===== src/dsr_pkg.sv =====
// ----------------------------------------------------------------------------
// dsr_pkg
// shared sizes, command codes, per-stack operation codes and the structs
// passed between the front end, the back end and the two stack units
// ----------------------------------------------------------------------------
package dsr_pkg;

  localparam int DEPTH     = 64;
  localparam int WORD_BITS = 32;
  localparam int ADDR_W    = $clog2(DEPTH);
  localparam int CNT_W     = $clog2(DEPTH + 1);
  localparam int CMD_W     = 4;

  typedef logic signed [WORD_BITS-1:0] word_t;
  typedef logic [ADDR_W-1:0]           addr_t;
  typedef logic [CNT_W-1:0]            cnt_t;
  typedef logic [CMD_W-1:0]            cmd_t;

  localparam cmd_t CMD_LOAD  = 4'd0;
  localparam cmd_t CMD_SA    = 4'd1;
  localparam cmd_t CMD_SB    = 4'd2;
  localparam cmd_t CMD_SS    = 4'd3;
  localparam cmd_t CMD_PA    = 4'd4;
  localparam cmd_t CMD_PB    = 4'd5;
  localparam cmd_t CMD_RA    = 4'd6;
  localparam cmd_t CMD_RB    = 4'd7;
  localparam cmd_t CMD_RR    = 4'd8;
  localparam cmd_t CMD_RRA   = 4'd9;
  localparam cmd_t CMD_RRB   = 4'd10;
  localparam cmd_t CMD_RRR   = 4'd11;
  localparam cmd_t CMD_CLEAR = 4'd12;

  typedef enum logic [2:0] {
    SOP_NONE,
    SOP_PUSH,
    SOP_POP,
    SOP_SWAP,
    SOP_ROT,
    SOP_RROT,
    SOP_CLEAR
  } stk_op_t;

  typedef struct packed {
    stk_op_t op_a;
    stk_op_t op_b;
    logic    move;
    word_t   value;
  } dec_t;

  typedef struct packed {
    logic    go;
    logic    fin;
    stk_op_t op;
  } stk_ctl_t;

  // ring position of item k above the bottom
  function automatic addr_t slot_of(addr_t base, addr_t k);
    logic [ADDR_W:0] s;
    s = {1'b0, base} + {1'b0, k};
    if (s >= (ADDR_W + 1)'(DEPTH)) begin
      s = s - (ADDR_W + 1)'(DEPTH);
    end
    return s[ADDR_W-1:0];
  endfunction

endpackage


===== src/dsr_front.sv =====
// ----------------------------------------------------------------------------
// dsr_front
// takes requests, decodes each command into one operation per stack and
// holds the decoded requests in a two-entry queue for the back end
// ----------------------------------------------------------------------------
module dsr_front (
  input  logic           clk,
  input  logic           rst,
  input  logic           req_valid,
  output logic           req_stall,
  input  dsr_pkg::cmd_t  cmd,
  input  dsr_pkg::word_t load_value,
  output logic           q_valid,
  output dsr_pkg::dec_t  q_head,
  input  logic           q_pop
);
  import dsr_pkg::*;

  localparam int QDEPTH = 2;
  localparam int QPTR_W = $clog2(QDEPTH);
  localparam int QCNT_W = $clog2(QDEPTH + 1);

  dec_t              dec;
  dec_t              q [QDEPTH];
  logic [QPTR_W-1:0] wp;
  logic [QPTR_W-1:0] rp;
  logic [QCNT_W-1:0] cnt;
  logic              accept;

  always_comb begin
    dec       = '0;
    dec.value = load_value;
    case (cmd)
      CMD_LOAD:  dec.op_a = SOP_PUSH;
      CMD_SA:    dec.op_a = SOP_SWAP;
      CMD_SB:    dec.op_b = SOP_SWAP;
      CMD_SS: begin
        dec.op_a = SOP_SWAP;
        dec.op_b = SOP_SWAP;
      end
      CMD_PA: begin
        dec.op_a = SOP_PUSH;
        dec.op_b = SOP_POP;
        dec.move = 1'b1;
      end
      CMD_PB: begin
        dec.op_a = SOP_POP;
        dec.op_b = SOP_PUSH;
        dec.move = 1'b1;
      end
      CMD_RA:    dec.op_a = SOP_ROT;
      CMD_RB:    dec.op_b = SOP_ROT;
      CMD_RR: begin
        dec.op_a = SOP_ROT;
        dec.op_b = SOP_ROT;
      end
      CMD_RRA:   dec.op_a = SOP_RROT;
      CMD_RRB:   dec.op_b = SOP_RROT;
      CMD_RRR: begin
        dec.op_a = SOP_RROT;
        dec.op_b = SOP_RROT;
      end
      CMD_CLEAR: begin
        dec.op_a = SOP_CLEAR;
        dec.op_b = SOP_CLEAR;
      end
      default:   dec.op_a = SOP_NONE;
    endcase
  end

  assign req_stall = (cnt == QCNT_W'(QDEPTH));
  assign accept    = req_valid && !req_stall;
  assign q_valid   = (cnt != '0);
  assign q_head    = q[rp];

  always_ff @(posedge clk) begin
    if (rst) begin
      wp  <= '0;
      rp  <= '0;
      cnt <= '0;
    end else begin
      if (accept) begin
        wp <= wp + QPTR_W'(1);
      end
      if (q_pop) begin
        rp <= rp + QPTR_W'(1);
      end
      if (accept && !q_pop) begin
        cnt <= cnt + QCNT_W'(1);
      end else if (q_pop && !accept) begin
        cnt <= cnt - QCNT_W'(1);
      end
    end
  end

  always_ff @(posedge clk) begin
    if (accept) begin
      q[wp] <= dec;
    end
  end

endmodule


===== config.mk =====
export PLATFORM = sky130hd
export DESIGN_NAME = dsr_front
export DESIGN_NICKNAME = d
export VERILOG_FILES = /design/src/dsr_pkg.sv /design/src/dsr_front.sv
export SDC_FILE = /design/constraint.sdc
export NUM_CORES = 1
export LEC_CHECK = 0
export BUFFER_PORTS_ARGS = -buffer_cell sky130_fd_sc_hd__buf_4
export CORE_AREA = 2 2 119 63
export DETAILED_ROUTE_END_ITERATION = 10
export DIE_AREA = 0 0 121 65
export PLACE_DENSITY = 0.74
export SYNTH_ARGS = -nofsm -noshare
export SYNTH_HDL_FRONTEND = slang
export SYNTH_SLANG_ARGS = --single-unit

===== constraint.sdc =====
create_clock -name clk -period 2.1 [get_ports clk]
set_input_delay 0.42 -clock clk [delete_from_list [all_inputs] [get_ports clk]]
set_output_delay 0.42 -clock clk [all_outputs]
set_load 0.03 [all_outputs]

==> flow_metrics.env, run 1 <==
export IMPL_outcome="finished clean"
export IMPL_finalWirelength_mm=5.53
export IMPL_yosysTopAreaCellShare_pct=74.6
export IMPL_synth_edff_count=78
export IMPL_gp_congestion=0.808
export IMPL_synthFlopType="edfxtp_1"
export IMPL_die_area_um2=7870
export IMPL_async_flop_share_pct=0
export IMPL_fmax_ghz=0.526
export IMPL_holdBufCountCts=0
export IMPL_nets=297
export IMPL_cp_arrival_ns=1.48
export IMPL_core_rowCount=22
export IMPL_setup_viol=0
export IMPL_synthTopCellsByCount="edfxtp_1 (78), mux2_2 (39), nor2_1 (8)"
export IMPL_synth_top_family_by_area="multiplexers"
export IMPL_track_usage_pct=15.3
export IMPL_worstPathCellList="buf_12, mux2_2, buf_4"
export IMPL_rsz0062_at_grt="no"
export IMPL_yosysSeqAreaShare_pct=77.8
export IMPL_cap_violations=0
export IMPL_cts_clk_slew_worst_paths_ns=0.06
export IMPL_leakagePower_nw=1.58
export IMPL_synth_fa_ha_area_share_pct=0.399
export IMPL_dpl_worst_slack_ns=0.508
export IMPL_synth_most_common_cell="edfxtp_1"
export IMPL_start_util_pct=45.1
export IMPL_via_per_inst=4.86
export IMPL_fill_cells=527
export IMPL_hold_viol_final=0
export IMPL_final_util_pct=59.9
export IMPL_p_per_area_nw_per_um2=1060
export IMPL_io_pins=81
export IMPL_setup_ws_ns=0.200
export IMPL_cpPeakStageDelay_ns=0.39
export IMPL_hp_class="in2reg"
export IMPL_antenna_found_initial=0
export IMPL_yosysWarnings=0
export IMPL_route_vias_total=1736
export IMPL_critPathCaptureType="primary output"
export IMPL_maxSlewViolCount=0
export IMPL_die_h_um=65
export IMPL_grt_max_degree=40
export IMPL_syn2layout_area_growth_pct=33.0
export IMPL_cts_buffer_depth=2
export IMPL_first_global_vias=1734
export IMPL_synth_mux_area_share_pct=14.0
export IMPL_final_min_clock_period_ns=1.90
export IMPL_yosys_area_share_simple_pct=3.31
export IMPL_cts_root_buf="clkbuf_16"
export IMPL_path_max_fanout=39
export IMPL_drtPass1Iterations=4
export IMPL_post_cts_setup_buffer_count=0
export IMPL_fin_area_um2=4170
export IMPL_fin_tns_setup_ns=0
export IMPL_clock_sinks=83
export IMPL_holdWs_ns=0.269
export IMPL_io_buffers=80
export IMPL_die_x_um=121
export IMPL_drtIter0Drc=85
export IMPL_overflow=0
export IMPL_r2r_setup_slack_ns=0.59
export IMPL_insertion_delay_ns=0.33
export IMPL_crit_slowest_cell="mux2_2"
export IMPL_grt_pass1_wl_mm=8.50
export IMPL_irDropWorstVdd_uv=695
export IMPL_core_um2=6960
export IMPL_cts_htree_levels=3
export IMPL_min_period_over_period_pct=90.5
export IMPL_slew_headroom_pct=71.5
export IMPL_wl_per_cell_um=15.5
export IMPL_synth_xor_area_share_pct=0.837
export IMPL_ys_top_cells_by_area="edfxtp_1 (75%), mux2_2 (14%), dfxtp_1 (3.2%)"
export IMPL_ctsResizeCount=0
export IMPL_drcViolationCount=0
export IMPL_synth_seq_cells=83
export IMPL_post_synth_top_area_cell="edfxtp_1"
export IMPL_syn_nets=208
export IMPL_post_dp_cell_area_um2=3890
export IMPL_cp_required_ns=1.68
export IMPL_netlist_instances=167
export IMPL_cts_buffers=9
export IMPL_antenna_left=0
export IMPL_worstMarginPinSlew_ns=0.422
export IMPL_drive_above_1_share_pct=53.6
export IMPL_synth_area_per_cell_um2=18.8
export IMPL_cts_tree="done"
export IMPL_crit_type="reg2out"
export IMPL_antenna_cells=0
export IMPL_synth_compound_area_share_pct=2.07
export IMPL_syn_area_um2=3140
export IMPL_synth_distinct_cells=23
export IMPL_skew_ns=0.00548
export IMPL_hpwl_mm=3.51
export IMPL_crit_path_start_kind="flip-flop"
-- state kept, by name, indices dropped and copies added, names as in the netlist, named ones only --
signal / count
q: 78
cnt: 2
rp: 1
wp: 1
-- worst paths after layout --
path	startpoint	to	depth (start not counted)
worst max-delay path	flip-flop	q_head[35]	3
worst min-delay path	load_value[24]	q[1][24]	1
worst max register to register	cnt[1]	cnt[1]	5
worst min register to register	wp	wp	2
-- power breakdown --
| part | switching [mW] | internal [mW] |
|---|---|---|
| Clock | 0.578 | 0.916 |
| Combinational | 0.518 | 0.368 |
| Sequential | 0.0446 | 2.01 |
-- critical path, delay by kind of cell (launching register included) --
family	cells	cell delay, ns
buffers and inverters	2	0.40
multiplexers	1	0.39
flip-flops	1	0.34
-- per-layer routing --
layer	wire, um	vias to the layer above	share of wire, %	GRT usage [%]
li1	-	815	-	-
met2	2330	69	42	22.3
met3	489	8	8.8	7.83
met4	70	0	1.3	5.67
met5	0	-	0	0
met1	2640	844	48	19.4
-- cell usage in the layout, fill, tap and decap left out, types with 4 or more instances in the layout --
master      n
a21oi_1     4
buf_4      80
clkbuf_16   9
dfxtp_1     4
edfxtp_1   78
inv_1       4
mux2_2     39
nand2_1     4
nor2_1      8
o21ai_0     4
-- logic make-up after synthesis --
| group | Yosys count |
|---|---|
| flops | 83 |
| mux | 39 |
| simple gates | 21 |
| compound gates | 11 |
| buf+inv | 9 |
| xor+xnor | 3 |
| fa+ha+maj | 1 |
-- through the flow --
stage	total power [mW]	instances
2_1_floorplan	2.63	167
3_3_place_gp	2.96	341
3_5_place_dp	2.98	341
4_1_cts	4.49	357
5_1_grt	4.62	357
6_report	4.43	357
-- final cells by class --
cell class / instances / area [um2] / area share, %
multi-input cells: 75 / 648 / 15.5
well taps: 96 / 120 / 2.88
inverters: 4 / 15.0 / 0.360
clock buffers: 11 / 233 / 5.58
flip-flops and latches: 83 / 2440 / 58.5
clock inverters: 5 / 53.8 / 1.29
repair buffers: 83 / 661 / 15.8
Power figures use the tool's default switching activity.
==> run 2, diff against run 1 <==
Settings changed: ABC_AREA from default to 0, RECOVER_POWER from default to 25.
==> run 2 against run 1 <==
Against the previous run: cell area fell by 0.72%; first-iteration DRC count did not move; die area did not move; fmax rose by 0.25%; sequential cell count did not move; critical path depth did not move; critical endpoint unchanged; highest routed layer unchanged.
==> flow_metrics.env, run 2 (synthesized netlist as in run 1, its figures left out) <==
export IMPL_switchingPower_mw=1.14
export IMPL_hp_class="in2reg"
export IMPL_clock_sinks=83
export IMPL_cp_arrival_ns=1.48
export IMPL_final_cell_mix="edfxtp_1 (78), buf_4 (54), mux2_2 (39)"
export IMPL_slew_headroom_pct=71.5
export IMPL_core_rowCount=22
export IMPL_setup_viol=0
export IMPL_drcViolationCount=0
export IMPL_crit_type="reg2out"
export IMPL_largest_register_ffs=78
export IMPL_antenna_cells=0
export IMPL_reg2regPathDepth=5
export IMPL_first_global_vias=1734
export IMPL_whs_path_depth=1
export IMPL_power_internal_mw=3.28
export IMPL_die_x_um=121
export IMPL_insertion_delay_ns=0.33
export IMPL_cts_clk_slew_worst_paths_ns=0.06
export IMPL_hpwl_mm=3.51
export IMPL_endpoint="q_head[35]"
export IMPL_via_per_inst=4.90
export IMPL_final_common_cell="edfxtp_1"
export IMPL_holdBufCountCts=0
export IMPL_wl_per_cell_um=15.5
export IMPL_antenna_left=0
export IMPL_reg_top3="q: 78 flops, cnt: 2 flops"
export IMPL_cts_htree_levels=3
export IMPL_grt_pass1_wl_mm=8.50
export IMPL_syn2layout_area_growth_pct=32.1
export IMPL_cap_violations=0
export IMPL_rsz0062_at_grt="no"
export IMPL_grt_max_degree=40
export IMPL_cp_required_ns=1.68
export IMPL_regMostFlops="q"
export IMPL_start_util_pct=45.1
export IMPL_nets=297
export IMPL_fin_tns_setup_ns=0
export IMPL_path_max_fanout=39
export IMPL_drtIter0Drc=85
export IMPL_reg2reg_from="cnt[1]"
export IMPL_cts_buffer_depth=2
export IMPL_irDropWorstVdd_uv=697
export IMPL_leakagePower_nw=1.55
export IMPL_antenna_found_initial=0
export IMPL_drive_above_1_share_pct=50.6
export IMPL_die_h_um=65
export IMPL_cts_tree="done"
export IMPL_hold_viol_final=0
export IMPL_skew_ns=0.00555
export IMPL_gp_congestion=0.808
export IMPL_cts_buffers=9
export IMPL_p_per_area_nw_per_um2=1070
export IMPL_outcome="finished clean"
export IMPL_post_cts_setup_buffer_count=0
export IMPL_cts_root_buf="clkbuf_16"
export IMPL_drtPass1Iterations=4
export IMPL_crit_path_start_kind="flip-flop"
export IMPL_p_comb_share_pct=19.8
export IMPL_seqPwrFrac_pct=46.4
export IMPL_overflow=0
export IMPL_swShare_pct=25.8
export IMPL_maxSlewViolCount=0
export IMPL_final_min_clock_period_ns=1.90
export IMPL_fmax_ghz=0.528
export IMPL_io_pins=81
export IMPL_worstMarginPinSlew_ns=0.423
export IMPL_io_buffers=80
export IMPL_min_period_over_period_pct=90.3
export IMPL_r2r_setup_slack_ns=0.59
export IMPL_ctsResizeCount=0
export IMPL_r2r_end="cnt[1]"
export IMPL_critPathCaptureType="primary output"
export IMPL_die_area_um2=7870
export IMPL_power_mw=4.43
export IMPL_pwr_share_clk_pct=33.8
export IMPL_finalWirelength_mm=5.54
export IMPL_track_usage_pct=15.3
export IMPL_route_vias_total=1749
export IMPL_core_um2=6960
export IMPL_fill_cells=536
run 2: changes by cell type in the layout (fill, tap and decap cells not counted):
cell | before | now
buf_4 | 80 | 54
clkbuf_4 | 0 | 18
clkbuf_1 | 2 | 10
run 2: layout make-up:
class,count,area (um2),area share [%]
multi-input cells,75,648,15.6
clock buffers,11,233,5.62
flip-flops and latches,83,2440,59.0
clock inverters,5,53.8,1.30
well taps,96,120,2.90
inverters,4,15.0,0.362
repair buffers,83,631,15.2
run 2: worst min path at each step:
| stage | from | end | slack, ns |
|---|---|---|---|
| 2_1_floorplan | wp | wp | 0.45 |
| 3_3_place_gp | wp | wp | 0.48 |
| 3_5_place_dp | wp | wp | 0.47 |
| 4_1_cts | load_value[16] | q[0][16] | 0.25 |
| 5_1_grt | rst | cnt[1] | 0.26 |
| 6_report | load_value[9] | q[0][9] | 0.28 |
run 2: critical path, stage by stage (launching register included):
cell	delay, ns
dfxtp_2	0.34
buf_12	0.23
mux2_2	0.39
buf_4	0.17
run 2: power by group through the flow:
stage	logic [mW]	clock network [mW]	registers [mW]
6_report	0.878	1.50	2.05
3_5_place_dp	0.892	0	2.09
4_1_cts	0.897	1.54	2.05
2_1_floorplan	0.552	0	2.08
3_3_place_gp	0.886	0	2.08
5_1_grt	0.937	1.61	2.07
run 2: metrics by stage:
step                std cells  utilization, %  instance area [um2]  hold slack, ns  worst slack, ns
global placement          341            55.8                 3890           0.476            0.522
finish                    357            59.5                 4140           0.277            0.204
floorplan                 167               -                 3140           0.452           0.0731
CTS                       357            59.9                 4170           0.251            0.177
global route              357            59.5                 4140           0.263            0.140
detailed placement        341            55.8                 3890           0.474            0.508
run 2: routing by layer:
layer  track usage (%)  up-vias  wire length [um]
met5                 0        -                 0
met4              5.67        0                49
met3              7.83        7               482
met2              22.3       73              2370
met1              19.4      848              2630
li1                  -      821                 -
