## src/dsr_pkg.sv

```systemverilog
// ----------------------------------------------------------------------------
// dsr_pkg
// shared sizes, command codes, per-stack operation codes and the structs
// passed between the front end, the back end and the two stack units
// ----------------------------------------------------------------------------
package dsr_pkg;

  localparam int DEPTH     = 64;
  localparam int WORD_BITS = 32;
  localparam int ADDR_W    = $clog2(DEPTH);
  localparam int CNT_W     = $clog2(DEPTH + 1);
  localparam int CMD_W     = 4;

  typedef logic signed [WORD_BITS-1:0] word_t;
  typedef logic [ADDR_W-1:0]           addr_t;
  typedef logic [CNT_W-1:0]            cnt_t;
  typedef logic [CMD_W-1:0]            cmd_t;

  localparam cmd_t CMD_LOAD  = 4'd0;
  localparam cmd_t CMD_SA    = 4'd1;
  localparam cmd_t CMD_SB    = 4'd2;
  localparam cmd_t CMD_SS    = 4'd3;
  localparam cmd_t CMD_PA    = 4'd4;
  localparam cmd_t CMD_PB    = 4'd5;
  localparam cmd_t CMD_RA    = 4'd6;
  localparam cmd_t CMD_RB    = 4'd7;
  localparam cmd_t CMD_RR    = 4'd8;
  localparam cmd_t CMD_RRA   = 4'd9;
  localparam cmd_t CMD_RRB   = 4'd10;
  localparam cmd_t CMD_RRR   = 4'd11;
  localparam cmd_t CMD_CLEAR = 4'd12;

  typedef enum logic [2:0] {
    SOP_NONE,
    SOP_PUSH,
    SOP_POP,
    SOP_SWAP,
    SOP_ROT,
    SOP_RROT,
    SOP_CLEAR
  } stk_op_t;

  typedef struct packed {
    stk_op_t op_a;
    stk_op_t op_b;
    logic    move;
    word_t   value;
  } dec_t;

  typedef struct packed {
    logic    go;
    logic    fin;
    stk_op_t op;
  } stk_ctl_t;

  // ring position of item k above the bottom
  function automatic addr_t slot_of(addr_t base, addr_t k);
    logic [ADDR_W:0] s;
    s = {1'b0, base} + {1'b0, k};
    if (s >= (ADDR_W + 1)'(DEPTH)) begin
      s = s - (ADDR_W + 1)'(DEPTH);
    end
    return s[ADDR_W-1:0];
  endfunction

endpackage

```

## src/dsr_stack.sv

```systemverilog
// ----------------------------------------------------------------------------
// dsr_stack
// one bounded ring stack: top item cached in a register, the rest in a
// single-port-write, single-port-read memory with registered read data
// ----------------------------------------------------------------------------
module dsr_stack (
  input  logic              clk,
  input  logic              rst,
  input  dsr_pkg::stk_ctl_t ctl,
  input  dsr_pkg::word_t    push_value,
  output dsr_pkg::word_t    top,
  output dsr_pkg::cnt_t     fill
);
  import dsr_pkg::*;

  word_t mem [DEPTH];
  word_t rdata;
  word_t top_r;
  cnt_t  fill_r;
  cnt_t  fill_next;
  addr_t base_r;
  addr_t base_next;
  logic  pend;
  logic  pend_next;
  logic  top_push;
  logic  we;
  logic  re;
  addr_t waddr;
  addr_t raddr;
  cnt_t  fm1;
  cnt_t  fm2;
  addr_t k1;
  addr_t k2;
  addr_t base_dn;
  addr_t base_up;
  logic  two;

  assign fm1     = fill_r - cnt_t'(1);
  assign fm2     = fill_r - cnt_t'(2);
  assign k1      = fm1[ADDR_W-1:0];
  assign k2      = fm2[ADDR_W-1:0];
  assign two     = (fill_r >= cnt_t'(2));
  assign base_dn = (base_r == '0) ? addr_t'(DEPTH - 1) : base_r - addr_t'(1);
  assign base_up = (base_r == addr_t'(DEPTH - 1)) ? '0 : base_r + addr_t'(1);

  always_comb begin
    we        = 1'b0;
    re        = 1'b0;
    waddr     = '0;
    raddr     = '0;
    fill_next = fill_r;
    base_next = base_r;
    top_push  = 1'b0;
    pend_next = ctl.fin ? 1'b0 : pend;
    if (ctl.go) begin
      case (ctl.op)
        SOP_PUSH: begin
          we        = (fill_r != '0);
          waddr     = slot_of(base_r, k1);
          top_push  = 1'b1;
          fill_next = fill_r + cnt_t'(1);
        end
        SOP_POP: begin
          fill_next = fm1;
          if (two) begin
            re        = 1'b1;
            raddr     = slot_of(base_r, k2);
            pend_next = 1'b1;
          end
        end
        SOP_SWAP: begin
          if (two) begin
            re        = 1'b1;
            raddr     = slot_of(base_r, k2);
            we        = 1'b1;
            waddr     = slot_of(base_r, k2);
            pend_next = 1'b1;
          end
        end
        SOP_ROT: begin
          if (two) begin
            re        = 1'b1;
            raddr     = slot_of(base_r, k2);
            we        = 1'b1;
            waddr     = base_dn;
            base_next = base_dn;
            pend_next = 1'b1;
          end
        end
        SOP_RROT: begin
          if (two) begin
            re        = 1'b1;
            raddr     = base_r;
            we        = 1'b1;
            waddr     = slot_of(base_r, k1);
            base_next = base_up;
            pend_next = 1'b1;
          end
        end
        SOP_CLEAR: begin
          fill_next = '0;
          base_next = '0;
        end
        default: begin
          fill_next = fill_r;
        end
      endcase
    end
  end

  always_ff @(posedge clk) begin
    if (rst) begin
      fill_r <= '0;
      base_r <= '0;
      pend   <= 1'b0;
    end else begin
      fill_r <= fill_next;
      base_r <= base_next;
      pend   <= pend_next;
    end
  end

  always_ff @(posedge clk) begin
    if (top_push) begin
      top_r <= push_value;
    end else if (ctl.fin && pend) begin
      top_r <= rdata;
    end
  end

  // read-first: a swap reads and overwrites the same entry
  always_ff @(posedge clk) begin
    if (we) begin
      mem[waddr] <= top_r;
    end
    if (re) begin
      rdata <= mem[raddr];
    end
  end

  assign top  = pend ? rdata : top_r;
  assign fill = fill_r;

endmodule

```

## src/dsr_back.sv

```systemverilog
// ----------------------------------------------------------------------------
// dsr_back
// carries out queued requests on the two stacks: checks full and empty
// conditions, sequences the stack units and holds the result register
// ----------------------------------------------------------------------------
module dsr_back (
  input  logic           clk,
  input  logic           rst,
  input  logic           q_valid,
  input  dsr_pkg::dec_t  q_head,
  output logic           q_pop,
  output logic           rsp_valid,
  input  logic           rsp_stall,
  output dsr_pkg::word_t top_a,
  output dsr_pkg::word_t top_b,
  output dsr_pkg::cnt_t  count_a,
  output dsr_pkg::cnt_t  count_b,
  output logic           fault
);
  import dsr_pkg::*;

  typedef enum logic {S_RUN, S_FIN} state_t;

  state_t   st;
  stk_ctl_t ctl_a;
  stk_ctl_t ctl_b;
  stk_op_t  eff_a;
  stk_op_t  eff_b;
  word_t    s_top_a;
  word_t    s_top_b;
  cnt_t     s_fill_a;
  cnt_t     s_fill_b;
  logic     full_a;
  logic     full_b;
  logic     src_a;
  logic     src_b;
  logic     ok_a;
  logic     ok_b;
  logic     fault_now;
  logic     fault_r;
  logic     go;
  logic     fin;
  logic     out_free;
  logic     capture;

  assign full_a = (s_fill_a == cnt_t'(DEPTH));
  assign full_b = (s_fill_b == cnt_t'(DEPTH));
  // a move needs something on the other stack
  assign src_a  = !q_head.move || (s_fill_b != '0);
  assign src_b  = !q_head.move || (s_fill_a != '0);
  assign ok_a   = !full_a && src_a;
  assign ok_b   = !full_b && src_b;

  always_comb begin
    eff_a = q_head.op_a;
    eff_b = q_head.op_b;
    case (q_head.op_a)
      SOP_PUSH: eff_a = ok_a ? SOP_PUSH : SOP_NONE;
      SOP_POP:  eff_a = ok_b ? SOP_POP  : SOP_NONE;
      default:  eff_a = q_head.op_a;
    endcase
    case (q_head.op_b)
      SOP_PUSH: eff_b = ok_b ? SOP_PUSH : SOP_NONE;
      SOP_POP:  eff_b = ok_a ? SOP_POP  : SOP_NONE;
      default:  eff_b = q_head.op_b;
    endcase
  end

  assign fault_now = ((q_head.op_a == SOP_PUSH) && full_a && src_a) ||
                     ((q_head.op_b == SOP_PUSH) && full_b && src_b);

  assign go       = (st == S_RUN) && q_valid;
  assign fin      = (st == S_FIN);
  assign q_pop    = go;
  assign out_free = !rsp_valid || !rsp_stall;
  assign capture  = fin && out_free;

  assign ctl_a = '{go: go, fin: fin, op: eff_a};
  assign ctl_b = '{go: go, fin: fin, op: eff_b};

  dsr_stack u_stack_a (
    .clk        (clk),
    .rst        (rst),
    .ctl        (ctl_a),
    .push_value (q_head.move ? s_top_b : q_head.value),
    .top        (s_top_a),
    .fill       (s_fill_a)
  );

  dsr_stack u_stack_b (
    .clk        (clk),
    .rst        (rst),
    .ctl        (ctl_b),
    .push_value (s_top_a),
    .top        (s_top_b),
    .fill       (s_fill_b)
  );

  always_ff @(posedge clk) begin
    if (rst) begin
      st        <= S_RUN;
      rsp_valid <= 1'b0;
    end else begin
      case (st)
        S_RUN:   if (go) st <= S_FIN;
        S_FIN:   if (out_free) st <= S_RUN;
        default: st <= S_RUN;
      endcase
      if (capture) begin
        rsp_valid <= 1'b1;
      end else if (!rsp_stall) begin
        rsp_valid <= 1'b0;
      end
    end
    if (go) begin
      fault_r <= fault_now;
    end
    if (capture) begin
      top_a   <= (s_fill_a == '0) ? '0 : s_top_a;
      top_b   <= (s_fill_b == '0) ? '0 : s_top_b;
      count_a <= s_fill_a;
      count_b <= s_fill_b;
      fault   <= fault_r;
    end
  end

endmodule
```

## config.mk

```make
export PLATFORM = sky130hd
export DESIGN_NAME = dsr_back
export DESIGN_NICKNAME = d
export VERILOG_FILES = /design/src/dsr_pkg.sv /design/src/dsr_stack.sv /design/src/dsr_back.sv
export SDC_FILE = /design/constraint.sdc
export NUM_CORES = 2
export LEC_CHECK = 0
export BUFFER_PORTS_ARGS = -buffer_cell sky130_fd_sc_hd__clkbuf_2
export CELL_PAD_IN_SITES_DETAIL_PLACEMENT = 1
export CELL_PAD_IN_SITES_GLOBAL_PLACEMENT = 2
export CORE_MARGIN = 2
export CORE_UTILIZATION = 48
export DETAILED_ROUTE_END_ITERATION = 8
export GPL_ROUTABILITY_DRIVEN = 0
export GPL_TIMING_DRIVEN = 0
export PLACE_DENSITY_LB_ADDON = 0.1
export SYNTH_ARGS = -nofsm -noshare
export SYNTH_HDL_FRONTEND = slang
export SYNTH_HIERARCHICAL = 1
export SYNTH_SLANG_ARGS = --single-unit
```

## constraint.sdc

```tcl
create_clock -name clk -period 8.45 [get_ports clk]
set_input_delay 0.4225 -clock clk [delete_from_list [all_inputs] [get_ports clk]]
set_output_delay 0.4225 -clock clk [all_outputs]
set_load 0.05 [all_outputs]
```

==> results.md <==
CTS
- 1020 ps — source-to-sink clock delay at the later pin of the worst-skew pair
- 60 ps — Worst-path clk slew
- 0 — post-CTS repair timing setup buffer count
- 4 — maximum count of clock buffers along a single path
- sky130_fd_sc_hd__clkbuf_16 — CTS Root Cell
- built — TritonCTS clock tree
- 452 — number of clock buffers inserted by TritonCTS
- 4,334 — clk sink count
- 5 — maximum level of the CTS H-tree

Yosys
- 11,130 — synthesized netlist cell count
- 15.62 sq um — average size of a mapped cell
- sky130_fd_sc_hd__edfxtp_1 — Primary FF master, synth
- 0.1739 sq mm — Cell Area, Synth
- 11,220 — net count of the mapped netlist
- 0.7467 — register area share after synthesis
- 4,334 — number of register bits inferred by synthesis
- 4,304 — number of enable flip-flop cells after synthesis
- 110 — post-synth cell types
- 6 — Synth warnings
- 0 — post-synthesis async set-or-reset flop share

Timing
- 1.057 — final clock period utilization by the worst path
- 0 — final count of hold timing violations
- 1749 ps — slew of the pin with the lowest slew margin
- 36 — Final setup violation count
- -4484 ps — final total negative setup slack
- 8932 ps — fin crit period
- -482.2 ps — crit path setup slack, layout
- 210 — max-slew violation count
- 112.0 MHz — top achievable clock speed
- 280.2 ps — worst hold-check slack
- 57.14 ps — Worst Skew
- no — unrepaired setup endpoints after global routing
- -0.1784 — relative slew slack

Routing
- 0 — number of nets with antenna violations after routing
- 0 — DRC errors left
- 122,400 — routed vias
- 7.014 — per-cell via count in the routed design
- 20,680 — iteration-0 DRC count of the detailed router
- 808.8 mm — total wire length
- 46.33 microns — Routed wire per std cell
- 8 — first-pass iteration count of the detailed router

Setup path
- reg -> reg — critical path type
- -480 ps — setup slack of the worst register-to-register path
- 9140 ps — data required time at the worst endpoint
- flip-flop — endpoint kind of the worst setup timing path
- 11 — critical-path maximum fanout
- 9620 ps — Data arrival, critical path
- flip-flop — startpoint class of the critical path

Power and ir drop
- 208.6 uV — Max VDD drop
- 232.7 mW/mm^2 — ratio of total power to cell area
- 71.29 nW — leakage power

Placed design
- 584.4 mm — post-detail-place hpwl
- 122 — count of input and output buffers
- 16,480 — count of placed standard cells including taps
- 0.1905 sq mm — Area after DPL
- -1053 ps — post-place setup slack

Floorplanning
- 0.4811 — Initial Utilization
- 124 — I/O pin cnt
- 605.9 microns — vertical extent of the die
- 0.3671 sq mm — area enclosed by the die boundary
- 605.9 microns — width of the die
- 0.3614 sq mm — area inside the core boundary
- 221 — number of rows in the core area

Finish
- 4,304 x sky130_fd_sc_hd__edfxtp_1, 1,418 x sky130_fd_sc_hd__nand2_1, 719 x sky130_fd_sc_hd__mux2i_1, 465 x sky130_fd_sc_hd__clkbuf_16, 372 x sky130_fd_sc_hd__a21oi_1 — commonest cells after routing, fill and taps aside
- 0.2060 sq mm — post-route cell area
- 0.1785 — fraction of layout instances using a drive strength above 1
- 12,270 — net total in the final layout
- 17,460 — Non-Filler Instances
- 33,010 — number of fill cells
- sky130_fd_sc_hd__edfxtp_1 — leading cell type in the layout, fill and taps excluded
- 18.45% — layout-stage area growth over the synthesis result

GRT
- 115 — initial antenna violation count
- 1062 mm — first-pass GRT wire length
- 33 — pin count of the biggest net entering global routing
- 0 — total congestion overflow after global routing
- 118,700 — vias in the first global route
- 0.4354 — Overall Global Routing Usage

Flow run
- 27 — total of max-cap violations

Worst hold path
- in -> reg — Hold/Removal Path Class

Outcome
- finished, violations left — result of the run
- max-capacitance violations, max-slew violations, negative setup slack — violations in the final reports

## cells in the mapped netlist (33+ instances only)
master                         n  area, sq um
sky130_fd_sc_hd__buf_2       324         1622
sky130_fd_sc_hd__a31oi_1     143        894.6
sky130_fd_sc_hd__or3_1       119        744.5
sky130_fd_sc_hd__o211ai_1     77        578.1
sky130_fd_sc_hd__a32o_1       38        380.4
sky130_fd_sc_hd__a21oi_1     375         1877
sky130_fd_sc_hd__nand3_1     314         1572
sky130_fd_sc_hd__a32oi_1     112        980.9
sky130_fd_sc_hd__and2_1       67        419.2
sky130_fd_sc_hd__nand4_1      67        419.2
sky130_fd_sc_hd__a311oi_1     40        350.3
sky130_fd_sc_hd__inv_1        49        183.9
sky130_fd_sc_hd__ha_1         41        513.0
sky130_fd_sc_hd__nand2_1    1418         5323
sky130_fd_sc_hd__clkbuf_1    268         1006
sky130_fd_sc_hd__buf_1        58        217.7
sky130_fd_sc_hd__a221o_1      43        430.4
sky130_fd_sc_hd__mux4_2       34        765.7
sky130_fd_sc_hd__mux2_2      293         3299
sky130_fd_sc_hd__a211o_1      41        359.1
sky130_fd_sc_hd__o221ai_1     74        648.1
sky130_fd_sc_hd__buf_4        99        743.2
sky130_fd_sc_hd__o31a_1       33        289.0
sky130_fd_sc_hd__o22ai_1     203         1270
sky130_fd_sc_hd__o2111ai_1    33        289.0
sky130_fd_sc_hd__a211oi_1    139         1044
sky130_fd_sc_hd__a221oi_1    145         1270
sky130_fd_sc_hd__o21ai_0     255         1276
sky130_fd_sc_hd__nor2_1      243        912.1
sky130_fd_sc_hd__edfxtp_1   4304       129200
sky130_fd_sc_hd__and3_1      162         1013
sky130_fd_sc_hd__a22oi_1      78        585.6
sky130_fd_sc_hd__a2111oi_0    68        595.6
sky130_fd_sc_hd__mux2i_1     719         7197
sky130_fd_sc_hd__nor3_1      154        770.7
## layout make-up
cell class | count | area, sq um | area share
Inverter | 49 | 183.9 | 0.0008930
Clock inverter | 274 | 2679 | 0.01301
Buffer | 760 | 3802 | 0.01846
Antenna cell | 102 | 255.2 | 0.001239
Multi-Input combinational cell | 5982 | 41290 | 0.2005
Sequential cell | 4334 | 129800 | 0.6304
Tap cell | 4794 | 5998 | 0.02912
Timing Repair Buffer | 598 | 9828 | 0.04772
Clock buffer | 563 | 12090 | 0.05872
## per-layer routing
metal	share of wire	track usage
met1	0.32	0.4926
met2	0.44	0.6564
met3	0.12	0.1320
met4	0.12	0.4170
met5	0.00035	0
## per-stage QoR
| step | power, mW | util |
|---|---|---|
| 2_1_floorplan | 25.71 | - |
| 3_3_place_gp | 27.57 | 0.4994 |
| 3_5_place_dp | 27.81 | 0.5270 |
| 4_1_cts | 47.70 | 0.5691 |
| 5_1_grt | 48.64 | 0.5694 |
| 6_report | 47.93 | 0.5699 |
## kinds of logic (layout without fill, tap and decap cells)
kind of cell,after synthesis,after routing,synth area share
XOR/XNOR,31,31,0.001561
multiplexers,1046,1046,0.06477
other,0,102,0
adder cells (fa/ha/maj),45,45,0.003411
AND/OR/NAND/NOR,2677,2677,0.07031
flip-flops,4334,4334,0.7467
buffers and inverters,813,2244,0.02267
AO/OA/AOI/OAI,2183,2183,0.09056
## worst max-delay path, cell delays in order, from the launching register on
cell and delay [ps]:
sky130_fd_sc_hd__dfxtp_1 470, sky130_fd_sc_hd__or4_1 600, sky130_fd_sc_hd__or4_1 960, sky130_fd_sc_hd__o2bb2ai_2 610
sky130_fd_sc_hd__a21boi_0 440, sky130_fd_sc_hd__nand2b_1 310, sky130_fd_sc_hd__a31oi_2 700, sky130_fd_sc_hd__buf_2 420
sky130_fd_sc_hd__buf_4 330, sky130_fd_sc_hd__buf_2 670, sky130_fd_sc_hd__buf_4 370, sky130_fd_sc_hd__mux2i_1 270
sky130_fd_sc_hd__a222oi_1 1190, sky130_fd_sc_hd__a32oi_1 380, sky130_fd_sc_hd__a41oi_1 850
## registers in the layout (all words and copies together), names as in the netlist, 7 cells and up
register and count:
u_stack_a/mem 2048, u_stack_b/mem 2048, top_a 32, top_b 32, u_stack_a/rdata 32, u_stack_a/top_r 32
u_stack_b/rdata 32, u_stack_b/top_r 32, count_a 7, count_b 7, u_stack_a/fill 7, u_stack_b/fill 7
## report_power, final
group / total, mW / leakage (nW) / switching, mW / internal (mW)
clock: 20.3 / 7.23 / 8.62 / 11.7
sequential: 23.6 / 39.0 / 0.0882 / 23.6
combinational: 3.99 / 25.1 / 3.06 / 0.931
total: 47.9 / 71.3 / 11.8 / 36.2
## what timing repair did
item / 4_1_cts / 5_1_grt
endpoints found under the hold margin: 49 / 0
setup endpoints to repair: 43 / 7
resized for setup: 12 / 8
hold buffers: 39 / 0
pin swaps: 0 / 0
## path summary, 6_finish.rpt
kind	start	to	cells past startpoint
min reg2reg	fault_r$_DFFE_PP_	fault$_DFFE_PP_	0
max	u_stack_b/fill[0]$_SDFFE_PP0P_	u_stack_a/rdata[18]$_DFFE_PP_	14
max reg2reg	u_stack_b/fill[0]$_SDFFE_PP0P_	u_stack_a/rdata[18]$_DFFE_PP_	14
min	q_head[21]	u_stack_a/top_r[21]$_DFFE_PP_	3
Power figures use the tool's default switching activity.
